<file path="src/rtl/rpfl_pkg.sv">
`timescale 1ns / 1ps
`default_nettype none
package rpfl_pkg;

	localparam int PAGE_COUNT = 64;
	localparam int PAGE_W     = 6;
	localparam int LINK_W     = $clog2(PAGE_COUNT + 1);
	localparam int CNT_W      = 8;
	localparam int FREE_W     = 7;

	localparam logic [LINK_W-1:0] NO_PAGE   = LINK_W'(PAGE_COUNT);
	localparam logic [CNT_W-1:0]  COUNT_MAX = {CNT_W{1'b1}};

	typedef enum logic [1:0] {
		OP_ALLOC   = 2'd0,
		OP_RELEASE = 2'd1,
		OP_ADD_REF = 2'd2,
		OP_QUERY   = 2'd3
	} opcode_t;

	typedef enum logic [1:0] {
		ST_OK      = 2'd0,
		ST_NO_FREE = 2'd1,
		ST_CNT_ERR = 2'd2
	} status_t;

	// controller to datapath
	typedef struct packed {
		logic accept;   // latch request, launch table reads
		logic commit;   // apply update, load result register
	} cmd_t;

endpackage
`default_nettype wire

</file>
<file path="src/rtl/rpfl_ctrl.sv">
`timescale 1ns / 1ps
`default_nettype none
module rpfl_ctrl (
	input  wire logic         clk,
	input  wire logic         arst_n,
	input  wire logic         in_valid,
	output logic              in_stall,
	output logic              out_valid,
	input  wire logic         out_stall,
	output rpfl_pkg::cmd_t    cmd
);
	import rpfl_pkg::*;

	typedef enum logic {
		S_IDLE,
		S_EXEC
	} state_t;

	state_t state_q;
	logic   out_valid_q;

	assign in_stall   = (state_q != S_IDLE);
	assign out_valid  = out_valid_q;
	assign cmd.accept = in_valid && (state_q == S_IDLE);
	// result register must be empty or draining before it is overwritten
	assign cmd.commit = (state_q == S_EXEC) && !(out_valid_q && out_stall);

	always_ff @(posedge clk or negedge arst_n) begin
		if (!arst_n) begin
			state_q     <= S_IDLE;
			out_valid_q <= 1'b0;
		end else begin
			case (state_q)
				S_IDLE: begin
					if (out_valid_q && !out_stall)
						out_valid_q <= 1'b0;
					if (cmd.accept)
						state_q <= S_EXEC;
				end
				S_EXEC: begin
					if (cmd.commit) begin
						out_valid_q <= 1'b1;
						state_q     <= S_IDLE;
					end
				end
				default: begin
					state_q     <= S_IDLE;
					out_valid_q <= 1'b0;
				end
			endcase
		end
	end

	a_commit_not_blocked: assert property (@(posedge clk) disable iff (!arst_n)
		cmd.commit |-> !(out_valid_q && out_stall))
		else $error("commit while result word still held");

	a_accept_then_exec: assert property (@(posedge clk) disable iff (!arst_n)
		cmd.accept |=> (state_q == S_EXEC))
		else $error("accepted word did not enter execute");

	a_commit_gives_word: assert property (@(posedge clk) disable iff (!arst_n)
		cmd.commit |=> (out_valid_q && state_q == S_IDLE))
		else $error("commit did not present a result word");

endmodule
`default_nettype wire

</file>
<file path="src/rtl/rpfl_dpath.sv">
`timescale 1ns / 1ps
`default_nettype none
module rpfl_dpath (
	input  wire logic                         clk,
	input  wire logic                         arst_n,
	input  wire rpfl_pkg::cmd_t               cmd,
	input  wire logic [1:0]                   opcode,
	input  wire logic [rpfl_pkg::PAGE_W-1:0]  page_index,
	output logic [rpfl_pkg::PAGE_W-1:0]       page_out,
	output logic [1:0]                        status,
	output logic [rpfl_pkg::CNT_W-1:0]        ref_count,
	output logic [rpfl_pkg::FREE_W-1:0]       free_pages
);
	import rpfl_pkg::*;

	// tables; an entry not yet written reads as its reset value
	logic [LINK_W-1:0]     nt_mem [PAGE_COUNT];
	logic [CNT_W-1:0]      rc_mem [PAGE_COUNT];
	logic [PAGE_COUNT-1:0] nt_vld_q;
	logic [PAGE_COUNT-1:0] rc_vld_q;

	logic [LINK_W-1:0] head_q;
	logic [FREE_W-1:0] free_q;

	opcode_t           op_q;
	logic [PAGE_W-1:0] pg_q;
	logic [LINK_W-1:0] nt_rd_q;
	logic              nt_rdv_q;
	logic [CNT_W-1:0]  rc_rd_q;
	logic              rc_rdv_q;

	logic [PAGE_W-1:0] page_out_q;
	status_t           status_q;
	logic [CNT_W-1:0]  ref_count_q;

	logic [PAGE_W-1:0] head_idx;
	logic [LINK_W-1:0] nt_val;
	logic [CNT_W-1:0]  rc_val;
	logic              in_range;

	logic              nt_we;
	logic [PAGE_W-1:0] nt_wa;
	logic [LINK_W-1:0] nt_wd;
	logic              rc_we;
	logic [PAGE_W-1:0] rc_wa;
	logic [CNT_W-1:0]  rc_wd;

	logic [LINK_W-1:0] head_nxt;
	logic [FREE_W-1:0] free_nxt;
	logic [PAGE_W-1:0] page_nxt;
	status_t           status_nxt;
	logic [CNT_W-1:0]  count_nxt;

	assign head_idx = head_q[PAGE_W-1:0];
	assign nt_val   = nt_rdv_q ? nt_rd_q : (head_q + LINK_W'(1));
	assign rc_val   = rc_rdv_q ? rc_rd_q : '0;
	assign in_range = (LINK_W'(pg_q) < LINK_W'(PAGE_COUNT));

	always_comb begin
		nt_we      = 1'b0;
		nt_wa      = pg_q;
		nt_wd      = NO_PAGE;
		rc_we      = 1'b0;
		rc_wa      = pg_q;
		rc_wd      = '0;
		head_nxt   = head_q;
		free_nxt   = free_q;
		page_nxt   = pg_q;
		status_nxt = ST_OK;
		count_nxt  = '0;
		case (op_q)
			OP_ALLOC: begin
				if (head_q >= LINK_W'(PAGE_COUNT)) begin
					status_nxt = ST_NO_FREE;
					page_nxt   = '0;
				end else begin
					head_nxt  = nt_val;
					nt_we     = 1'b1;
					nt_wa     = head_idx;
					nt_wd     = NO_PAGE;
					rc_we     = 1'b1;
					rc_wa     = head_idx;
					rc_wd     = CNT_W'(1);
					if (free_q != '0)
						free_nxt = free_q - FREE_W'(1);
					page_nxt  = head_idx;
					count_nxt = CNT_W'(1);
				end
			end
			OP_RELEASE: begin
				if (in_range) begin
					count_nxt = rc_val;
					if (rc_val == '0) begin
						status_nxt = ST_CNT_ERR;
					end else begin
						count_nxt = rc_val - CNT_W'(1);
						rc_we     = 1'b1;
						rc_wd     = rc_val - CNT_W'(1);
						// last reference gone: push page back on the list
						if (rc_val == CNT_W'(1)) begin
							nt_we    = 1'b1;
							nt_wd    = head_q;
							head_nxt = LINK_W'(pg_q);
							if (free_q < FREE_W'(PAGE_COUNT))
								free_nxt = free_q + FREE_W'(1);
						end
					end
				end
			end
			OP_ADD_REF: begin
				if (in_range) begin
					count_nxt = rc_val;
					// a free page must not gain a reference, and a full count must not wrap
					if (rc_val == '0 || rc_val == COUNT_MAX) begin
						status_nxt = ST_CNT_ERR;
					end else begin
						count_nxt = rc_val + CNT_W'(1);
						rc_we     = 1'b1;
						rc_wd     = rc_val + CNT_W'(1);
					end
				end
			end
			OP_QUERY: begin
				if (in_range)
					count_nxt = rc_val;
			end
			default: begin
				status_nxt = ST_OK;
			end
		endcase
	end

	// request latch and registered table reads
	always_ff @(posedge clk) begin
		if (cmd.accept) begin
			op_q     <= opcode_t'(opcode);
			pg_q     <= page_index;
			nt_rd_q  <= nt_mem[head_idx];
			nt_rdv_q <= nt_vld_q[head_idx];
			rc_rd_q  <= rc_mem[page_index];
			rc_rdv_q <= rc_vld_q[page_index];
		end
	end

	always_ff @(posedge clk) begin
		if (cmd.commit && nt_we)
			nt_mem[nt_wa] <= nt_wd;
		if (cmd.commit && rc_we)
			rc_mem[rc_wa] <= rc_wd;
	end

	always_ff @(posedge clk) begin
		if (cmd.commit) begin
			page_out_q  <= page_nxt;
			status_q    <= status_nxt;
			ref_count_q <= count_nxt;
		end
	end

	always_ff @(posedge clk or negedge arst_n) begin
		if (!arst_n) begin
			nt_vld_q <= '0;
			rc_vld_q <= '0;
			head_q   <= '0;
			free_q   <= FREE_W'(PAGE_COUNT);
		end else if (cmd.commit) begin
			if (nt_we)
				nt_vld_q[nt_wa] <= 1'b1;
			if (rc_we)
				rc_vld_q[rc_wa] <= 1'b1;
			head_q <= head_nxt;
			free_q <= free_nxt;
		end
	end

	assign page_out   = page_out_q;
	assign status     = status_q;
	assign ref_count  = ref_count_q;
	assign free_pages = free_q;

	a_free_bounded: assert property (@(posedge clk) disable iff (!arst_n)
		free_q <= FREE_W'(PAGE_COUNT))
		else $error("free count above page count");

	a_empty_matches_count: assert property (@(posedge clk) disable iff (!arst_n)
		(head_q >= LINK_W'(PAGE_COUNT)) == (free_q == '0))
		else $error("list head and free count disagree");

	a_alloc_ok_count_one: assert property (@(posedge clk) disable iff (!arst_n)
		(cmd.commit && op_q == OP_ALLOC && status_nxt == ST_OK)
		|=> (ref_count_q == CNT_W'(1)))
		else $error("allocated page count is not one");

endmodule
`default_nettype wire

</file>
<file path="src/rtl/refcounted_page_free_list_unit.sv">
// An accepted word is latched with its table reads; in the execute state the update is
//   applied and the result register loaded, held back only while the result port stalls.
// A new word is taken only after the last one commits, set by the registered read of
//   the next-page and count tables before the list head can be updated.
// Reset (arst_n, async, active low): list holds every page in order, all counts
//   zero; per-entry valid bits make the tables usable at once, no clearing pass.
`timescale 1ns / 1ps
`default_nettype none
module refcounted_page_free_list_unit (
	input  wire logic                         clk,
	input  wire logic                         arst_n,
	input  wire logic                         in_valid,
	output logic                              in_stall,
	input  wire logic [1:0]                   opcode,
	input  wire logic [rpfl_pkg::PAGE_W-1:0]  page_index,
	output logic                              out_valid,
	input  wire logic                         out_stall,
	output logic [rpfl_pkg::PAGE_W-1:0]       page_out,
	output logic [1:0]                        status,
	output logic [rpfl_pkg::CNT_W-1:0]        ref_count,
	output logic [rpfl_pkg::FREE_W-1:0]       free_pages
);
	import rpfl_pkg::*;

	cmd_t cmd;

	rpfl_ctrl u_ctrl (
		.clk       (clk),
		.arst_n    (arst_n),
		.in_valid  (in_valid),
		.in_stall  (in_stall),
		.out_valid (out_valid),
		.out_stall (out_stall),
		.cmd       (cmd)
	);

	rpfl_dpath u_dpath (
		.clk        (clk),
		.arst_n     (arst_n),
		.cmd        (cmd),
		.opcode     (opcode),
		.page_index (page_index),
		.page_out   (page_out),
		.status     (status),
		.ref_count  (ref_count),
		.free_pages (free_pages)
	);

endmodule
`default_nettype wire
</file>
<file path="config.mk">
export PLATFORM = sky130hd
export DESIGN_NAME = refcounted_page_free_list_unit
export DESIGN_NICKNAME = d
export VERILOG_FILES = /design/src/rtl/rpfl_pkg.sv /design/src/rtl/rpfl_ctrl.sv /design/src/rtl/rpfl_dpath.sv /design/src/rtl/refcounted_page_free_list_unit.sv
export SDC_FILE = /design/constraint.sdc
export NUM_CORES = 1
export LEC_CHECK = 0
export BUFFER_PORTS_ARGS = -buffer_cell sky130_fd_sc_hd__clkbuf_2
export CAP_MARGIN = 0
export CORE_MARGIN = 2
export CORE_UTILIZATION = 31
export DETAILED_ROUTE_END_ITERATION = 12
export PLACE_DENSITY = 0.48
export SKIP_LAST_GASP = 1
export SLEW_MARGIN = 20
export SYNTH_ARGS = -nofsm -noshare
export SYNTH_HDL_FRONTEND = slang
export SYNTH_HIERARCHICAL = 1
export SYNTH_SLANG_ARGS = --single-unit
</file>
<file path="constraint.sdc">
create_clock -name clk -period 6.3 [get_ports clk]
set_input_delay 0 -clock clk [delete_from_list [all_inputs] [get_ports clk]]
set_output_delay 0 -clock clk [all_outputs]
set_load 0.01 [all_outputs]
</file>
-- Word level (Yosys, flattened, before mapping)
Memories as Yosys holds them, arrays and structs flattened. A register that Yosys moved wholly into a read port is not among the register bits.
Cells that the tools add are included.
Widths: inputs -> output; s select.
- muxes and demuxes: 53
- reductions and logical operators: 19
- bitwise logic cells: 3
- $add $sub $neg: 5
- equality and inequality tests: 12
- order comparisons: 6
- operators with widths (operator ; count):
    $or 64x64->64 ; 2
    $mux 7 ; 12
    $mux 8 ; 5
    $pmux 8 s4 ; 1
    $pmux 7 s2 ; 2
    $mux 6 ; 4
    $pmux 8 s3 ; 1
    $lt 6x7->1 const B ; 3
    $mux 1 ; 18
    $add 7x1->7 const B ; 2
    $bmux 1 s6 ; 2
    $add 8x1->8 const B ; 1
    $eq 8x1->1 const B ; 1
    $eq 8x8->1 const B ; 1
    $logic_not 8->1 ; 1
    $ne 2x1->1 const B ; 4
    $sub 8x1->8 const B ; 1
    $ge 7x7->1 const B ; 1
    $logic_and 1x1->1 ; 7
    $lt 7x7->1 const B ; 1
    $reduce_and 7->1 ; 1
    $reduce_bool 7->1 ; 1
    $sub 7x1->7 const B ; 1
    $demux 1 s6 ; 1
    15 further kinds ; 24
- word-level logic and storage cells: 113
- input port bits: 12
- memories: 2
- output and inout bits: 25
- RAM bits: 960
- bits in registers: 170
- memories (name ; depth ; width ; rd ports ; clocked after Yosys merged registers in ; write ports ; RTL line ; RTL):
    u_dpath.rc_mem ; 64 ; 8 ; 1 ; 1 ; 1 ; rpfl_dpath.sv:18 ; logic [CNT_W-1:0] rc_mem [PAGE_COUNT];
    u_dpath.nt_mem ; 64 ; 7 ; 1 ; 1 ; 1 ; rpfl_dpath.sv:17 ; logic [LINK_W-1:0] nt_mem [PAGE_COUNT];

-- Longest topological paths before layout
- depth in word-level cells: 8
- depth in mapped cells: 10
- mapped depth without buffers: 8

-- Modules after synthesis
Netlist, hierarchy kept.
- modules (own cells, without submodules) (module ; seq. area each (µm²) ; area an instance (µm²) ; cells each ; instances):
    rpfl_dpath ; 33613.5 ; 45892.8 ; 2407 ; 1
    rpfl_ctrl ; 50.0 ; 83.8 ; 6 ; 1

-- Least setup slack after synthesis
Ideal clock, no wire load.
- path type: reg-to-reg
- start: register u_dpath.rc_rdv_q
- end: memory u_dpath.rc_mem[0][4] (data pin)
- period minus slack after synthesis: 5.318 ns
- stages on the path, launching flop included: 9
- buffers on the path: 3
- arrival time: 4.599 ns
- required time: 5.581 ns
- path slack: 0.982 ns
- library setup time: 0.719 ns
- cells stage by stage: edfxtp_1 > buf_2 > buf_1 > nand2_1 > ha_1 > clkbuf_1 > a31oi_1 > nand2_1 > o31ai_1
- longest elaborated chain between the ends: 5
- elaborated cells between the ends (all ways): 9
- those cells by class: add/sub: 2; eq/ne: 1; mux: 4; reduce/logical: 2
- RTL lines (what ; RTL line ; RTL):
    start, declared ; rpfl_dpath.sv:30 ; logic rc_rdv_q;
    start signal, assigned ; rpfl_dpath.sv:141 ; rc_rdv_q <= rc_vld_q[page_index];
    $mux 8 * ; rpfl_dpath.sv:56 ; assign rc_val = rc_rdv_q ? rc_rd_q : '0;
    branches (longest 3 deep; another with $add 8x1->8) ; n/a ;
    $pmux 8 s3 * ; rpfl_dpath.sv:71 ; case (op_q)
    named net u_dpath.rc_wd[4] ; rpfl_dpath.sv:46 ; logic [CNT_W-1:0] rc_wd;
    end, declared ; rpfl_dpath.sv:18 ;
Mark *: on every way through the listed nets, which the timed path passes.

-- Worst setup path in the final report
- start: register u_dpath.op_q[1]
- end: memory u_dpath.rc_mem[26][4] (enable)
- longest elaborated chain between the ends: 5
- elaborated cells between the ends (all ways): 8
- those cells by class: eq/ne: 2; mux: 4; reduce/logical: 2
- RTL lines (what ; RTL line ; RTL):
    start, declared ; rpfl_dpath.sv:25 ; opcode_t op_q;
    start signal, assigned ; rpfl_dpath.sv:136 ; op_q <= opcode_t'(opcode);
    $eq 2x2->1 (tied with other cells) ; rpfl_dpath.sv:71 ;
    $pmux 1 s3 ; rpfl_dpath.sv:71 ;
    $logic_and 1x1->1 ; rpfl_dpath.sv:148 ; if (cmd.commit && rc_we)
    $mux 1 ; rpfl_dpath.sv:148 ;
    $mux 1 (not written as such) ; rpfl_dpath.sv:149 ; rc_mem[rc_wa] <= rc_wd;
Parallel ways exist; a longest one is shown, timed or not.

==> run metrics <==
Final nets 2480; Post-synth ARST share 12.6%; drt wl/cell 26.9 µm; Util after Layout 35.3%; CP startpoint u_dpath/op_q[1]; largest cells by area after synthesis edfxtp_1 (65%), mux4_2 (13%), dfrtp_1 (7.8%); setup TNS 0 ns; final hold violation count 0; core footprint 147000 µm²; post-synthesis sequential area ratio 73.2%; Avg Cell Area, Syn 19.1 µm²; Post-synth EDFFs 1001; Vias 23900; htree depth 3; Worst path most repeated cell nor2_1; Worst EP required 6.63 ns; share of cells above drive strength 1 24.0%; # IOs 37; worst slew pin tran 1.15 ns; Final Max Slew Viols 0; synthesis-to-layout area growth 13.3%; gr usage total 15.7%; max_cap viols 0; number of core rows 141; initial antenna violation count 1; Top FF cell, synth edfxtp_1; FILL cells 13600; type of the tightest min-delay check in2reg; VDD IR max 237 µV; hold wc startpoint opcode[1]; Detail Placement HPWL 72.8 mm; Setup Viol. Count Final 0; Worst setup EP type flop; clk_lat worst skew 0.70 ns; skew final 0.0158 ns; post-synth top area share 65.4%; WP data arrival 4.87 ns; Ys Warns 6; reg-to-reg endpoint u_dpath/rc_mem[26][4]; routability cong. 0.804; cells along the critical path or3_1 -> mux2i_4 -> nor2_1 -> nand3_2 -> nor2_1; crit share post-route 72.0%; status completed; number of global-route vias before repair 24300; Num CTS Buffers 113; post-CTS setup buffer count 0; Post-Synthesis Cells 2413; crit path launch type flop; R2R setup slack 1.76 ns; wirelength, routed 121 mm; # DRC 0; Die ar. 151000 µm²; Worst-path clk slew 0.06 ns; CP Buf/Inv Count 0; Seq cells post-synth 1145; Leak Pwr 17.5 nW; most frequent cells in the layout edfxtp_1 (1001), mux4_2 (263), dfrtp_1 (140); family with the most delay on the worst path simple AND/OR/NAND/NOR gates; first-pass GRT wire length 176 mm; Clock Sink Count 1145; Reg2Reg Depth 5; slowest CP cell nor2_1; hold buffer count at cts 9; Synthesized Nets 2436; DIE WIDTH 389 µm; relative slew slack 23.3%; Antenna Nets Post-Route 0; diode count 0; synthesized area 46000 µm²; Worst Path Max Fanout 19; grt ovf 0; Max Fclk 220 MHz; Synth cell types 77; final worst slack 1.76 ns; post-DR vias/cell 5.33; final worst path period need 4.54 ns; port buffer count 36; Starting Density 31.2%; pre-CTS setup slack 1.79 ns; reg-to-reg startpoint u_dpath/op_q[1]; Post-CTS Resized 0; clk root buf clkbuf_16; CP Class reg2reg; Clock Path Buffers 3; CTS tree built; Cell Pwr Density 309 nW/µm²; RSZ-0062 raised after global routing no; commonest non-fill, non-tap cell in the layout edfxtp_1; die height 389 µm; pin count of the biggest net entering global routing 86; hold depth 2; drt pass-1 iters 5; Yosys top cell by area edfxtp_1; DR iter-0 viols 2374; crit-path max cell delay 0.87 ns; worst hold endpoint u_dpath/op_q[1]
## through the flow
step	cell area, µm²	cells	hold slack (ns)	power [mW]
global placement	48300	4263	0.0116	9.61
floorplan	46000	2413	-0.296	9.20
finish	52100	4480	0.0578	16.1
detailed placement	48300	4263	0.0437	9.63
global route	52100	4480	0.0231	16.7
CTS	52100	4480	0.00971	16.3
## registers in the layout, summed over array words and instances, names as in the netlist
| register | cells |
|---|---|
| u_dpath/page_out | 6 |
| u_dpath/status | 2 |
| u_dpath/free_pages | 7 |
| u_ctrl/out_valid | 1 |
| u_dpath/nt_rd_q | 7 |
| u_dpath/ref_count | 8 |
| u_ctrl/in_stall | 1 |
| u_dpath/nt_rdv_q | 1 |
| u_dpath/nt_mem | 448 |
| u_dpath/rc_mem | 512 |
| u_dpath/op_q | 2 |
| u_dpath/nt_vld_q | 64 |
| u_dpath/pg_q | 6 |
| u_dpath/rc_rd_q | 8 |
| u_dpath/rc_vld_q | 64 |
| u_dpath/head_q | 7 |
| u_dpath/rc_rdv_q | 1 |
## layout make-up
class                           instances  area (µm²)  area share [%]
Tap cell                             1930        2410            4.63
Clock buffer                          147        3050            5.85
Multi-Input combinational cell       1110       11800            22.6
Sequential cell                      1145       33700            64.6
Inverter                               11        41.3          0.0792
Clock inverter                         61         576            1.10
Timing Repair Buffer                   76         572            1.10
## worst max path at each step
stage | endpoint | slack, ns | cells after the start
after floorplan | u_dpath/rc_mem[0][4] | 0.98 | 8
after detailed placement | u_dpath/rc_mem[58][3] | 1.79 | 5
after global routing | u_dpath/rc_mem[58][7] | 1.57 | 5
after global placement | u_dpath/rc_mem[10][6] | 1.90 | 5
final | u_dpath/rc_mem[26][4] | 1.76 | 5
after CTS | u_dpath/rc_mem[58][7] | 1.81 | 5
## cells in the mapped netlist, drive strengths merged, types with 11 or more instances
master	n
mux4	263
buf	89
nand3	37
inv	11
nor3	68
a21oi	17
o21bai	72
clkbuf	58
nor2	141
nand2	59
a211oi	20
mux2	13
a21o	27
edfxtp	1001
and2	13
mux2i	57
o21ai	35
dfrtp	143
a31o	35
o221ai	17
o22ai	69
nand2b	17
## worst register-to-register path, stage by stage, from the launching register on
cell and delay (ns):
edfxtp_1 0.69, or3_1 0.82, mux2i_4 0.39, nor2_1 0.66, nand3_2 0.74, nor2_1 0.88
## cell families (layout without fill, tap and decap cells)
kind of cell,after synthesis,in the layout,share of synthesized area (%)
AND/OR/NAND/NOR,389,389,4.25
multiplexers,333,333,14.5
adder cells (fa/ha/maj),11,11,0.316
XOR/XNOR,15,15,0.286
flip-flops,1145,1145,73.2
buffers and inverters,158,295,1.61
AO/OA/AOI/OAI,362,362,5.78
## power by group
group / switching, mW / total (mW) / internal, mW
Combinational: 0.676 / 0.993 / 0.317
Sequential: 0.0852 / 8.48 / 8.39
Clock: 2.81 / 6.66 / 3.84
## layer usage
metal,vias to the layer above,part of all wire [%],global-route usage (%)
met5,-,0.0058,0
met4,2,1.9,3.40
met3,139,5.2,2.49
met2,814,48,25.3
met1,12900,45,22.5
li1,10000,-,-
(Power assumes the default switching activity.)
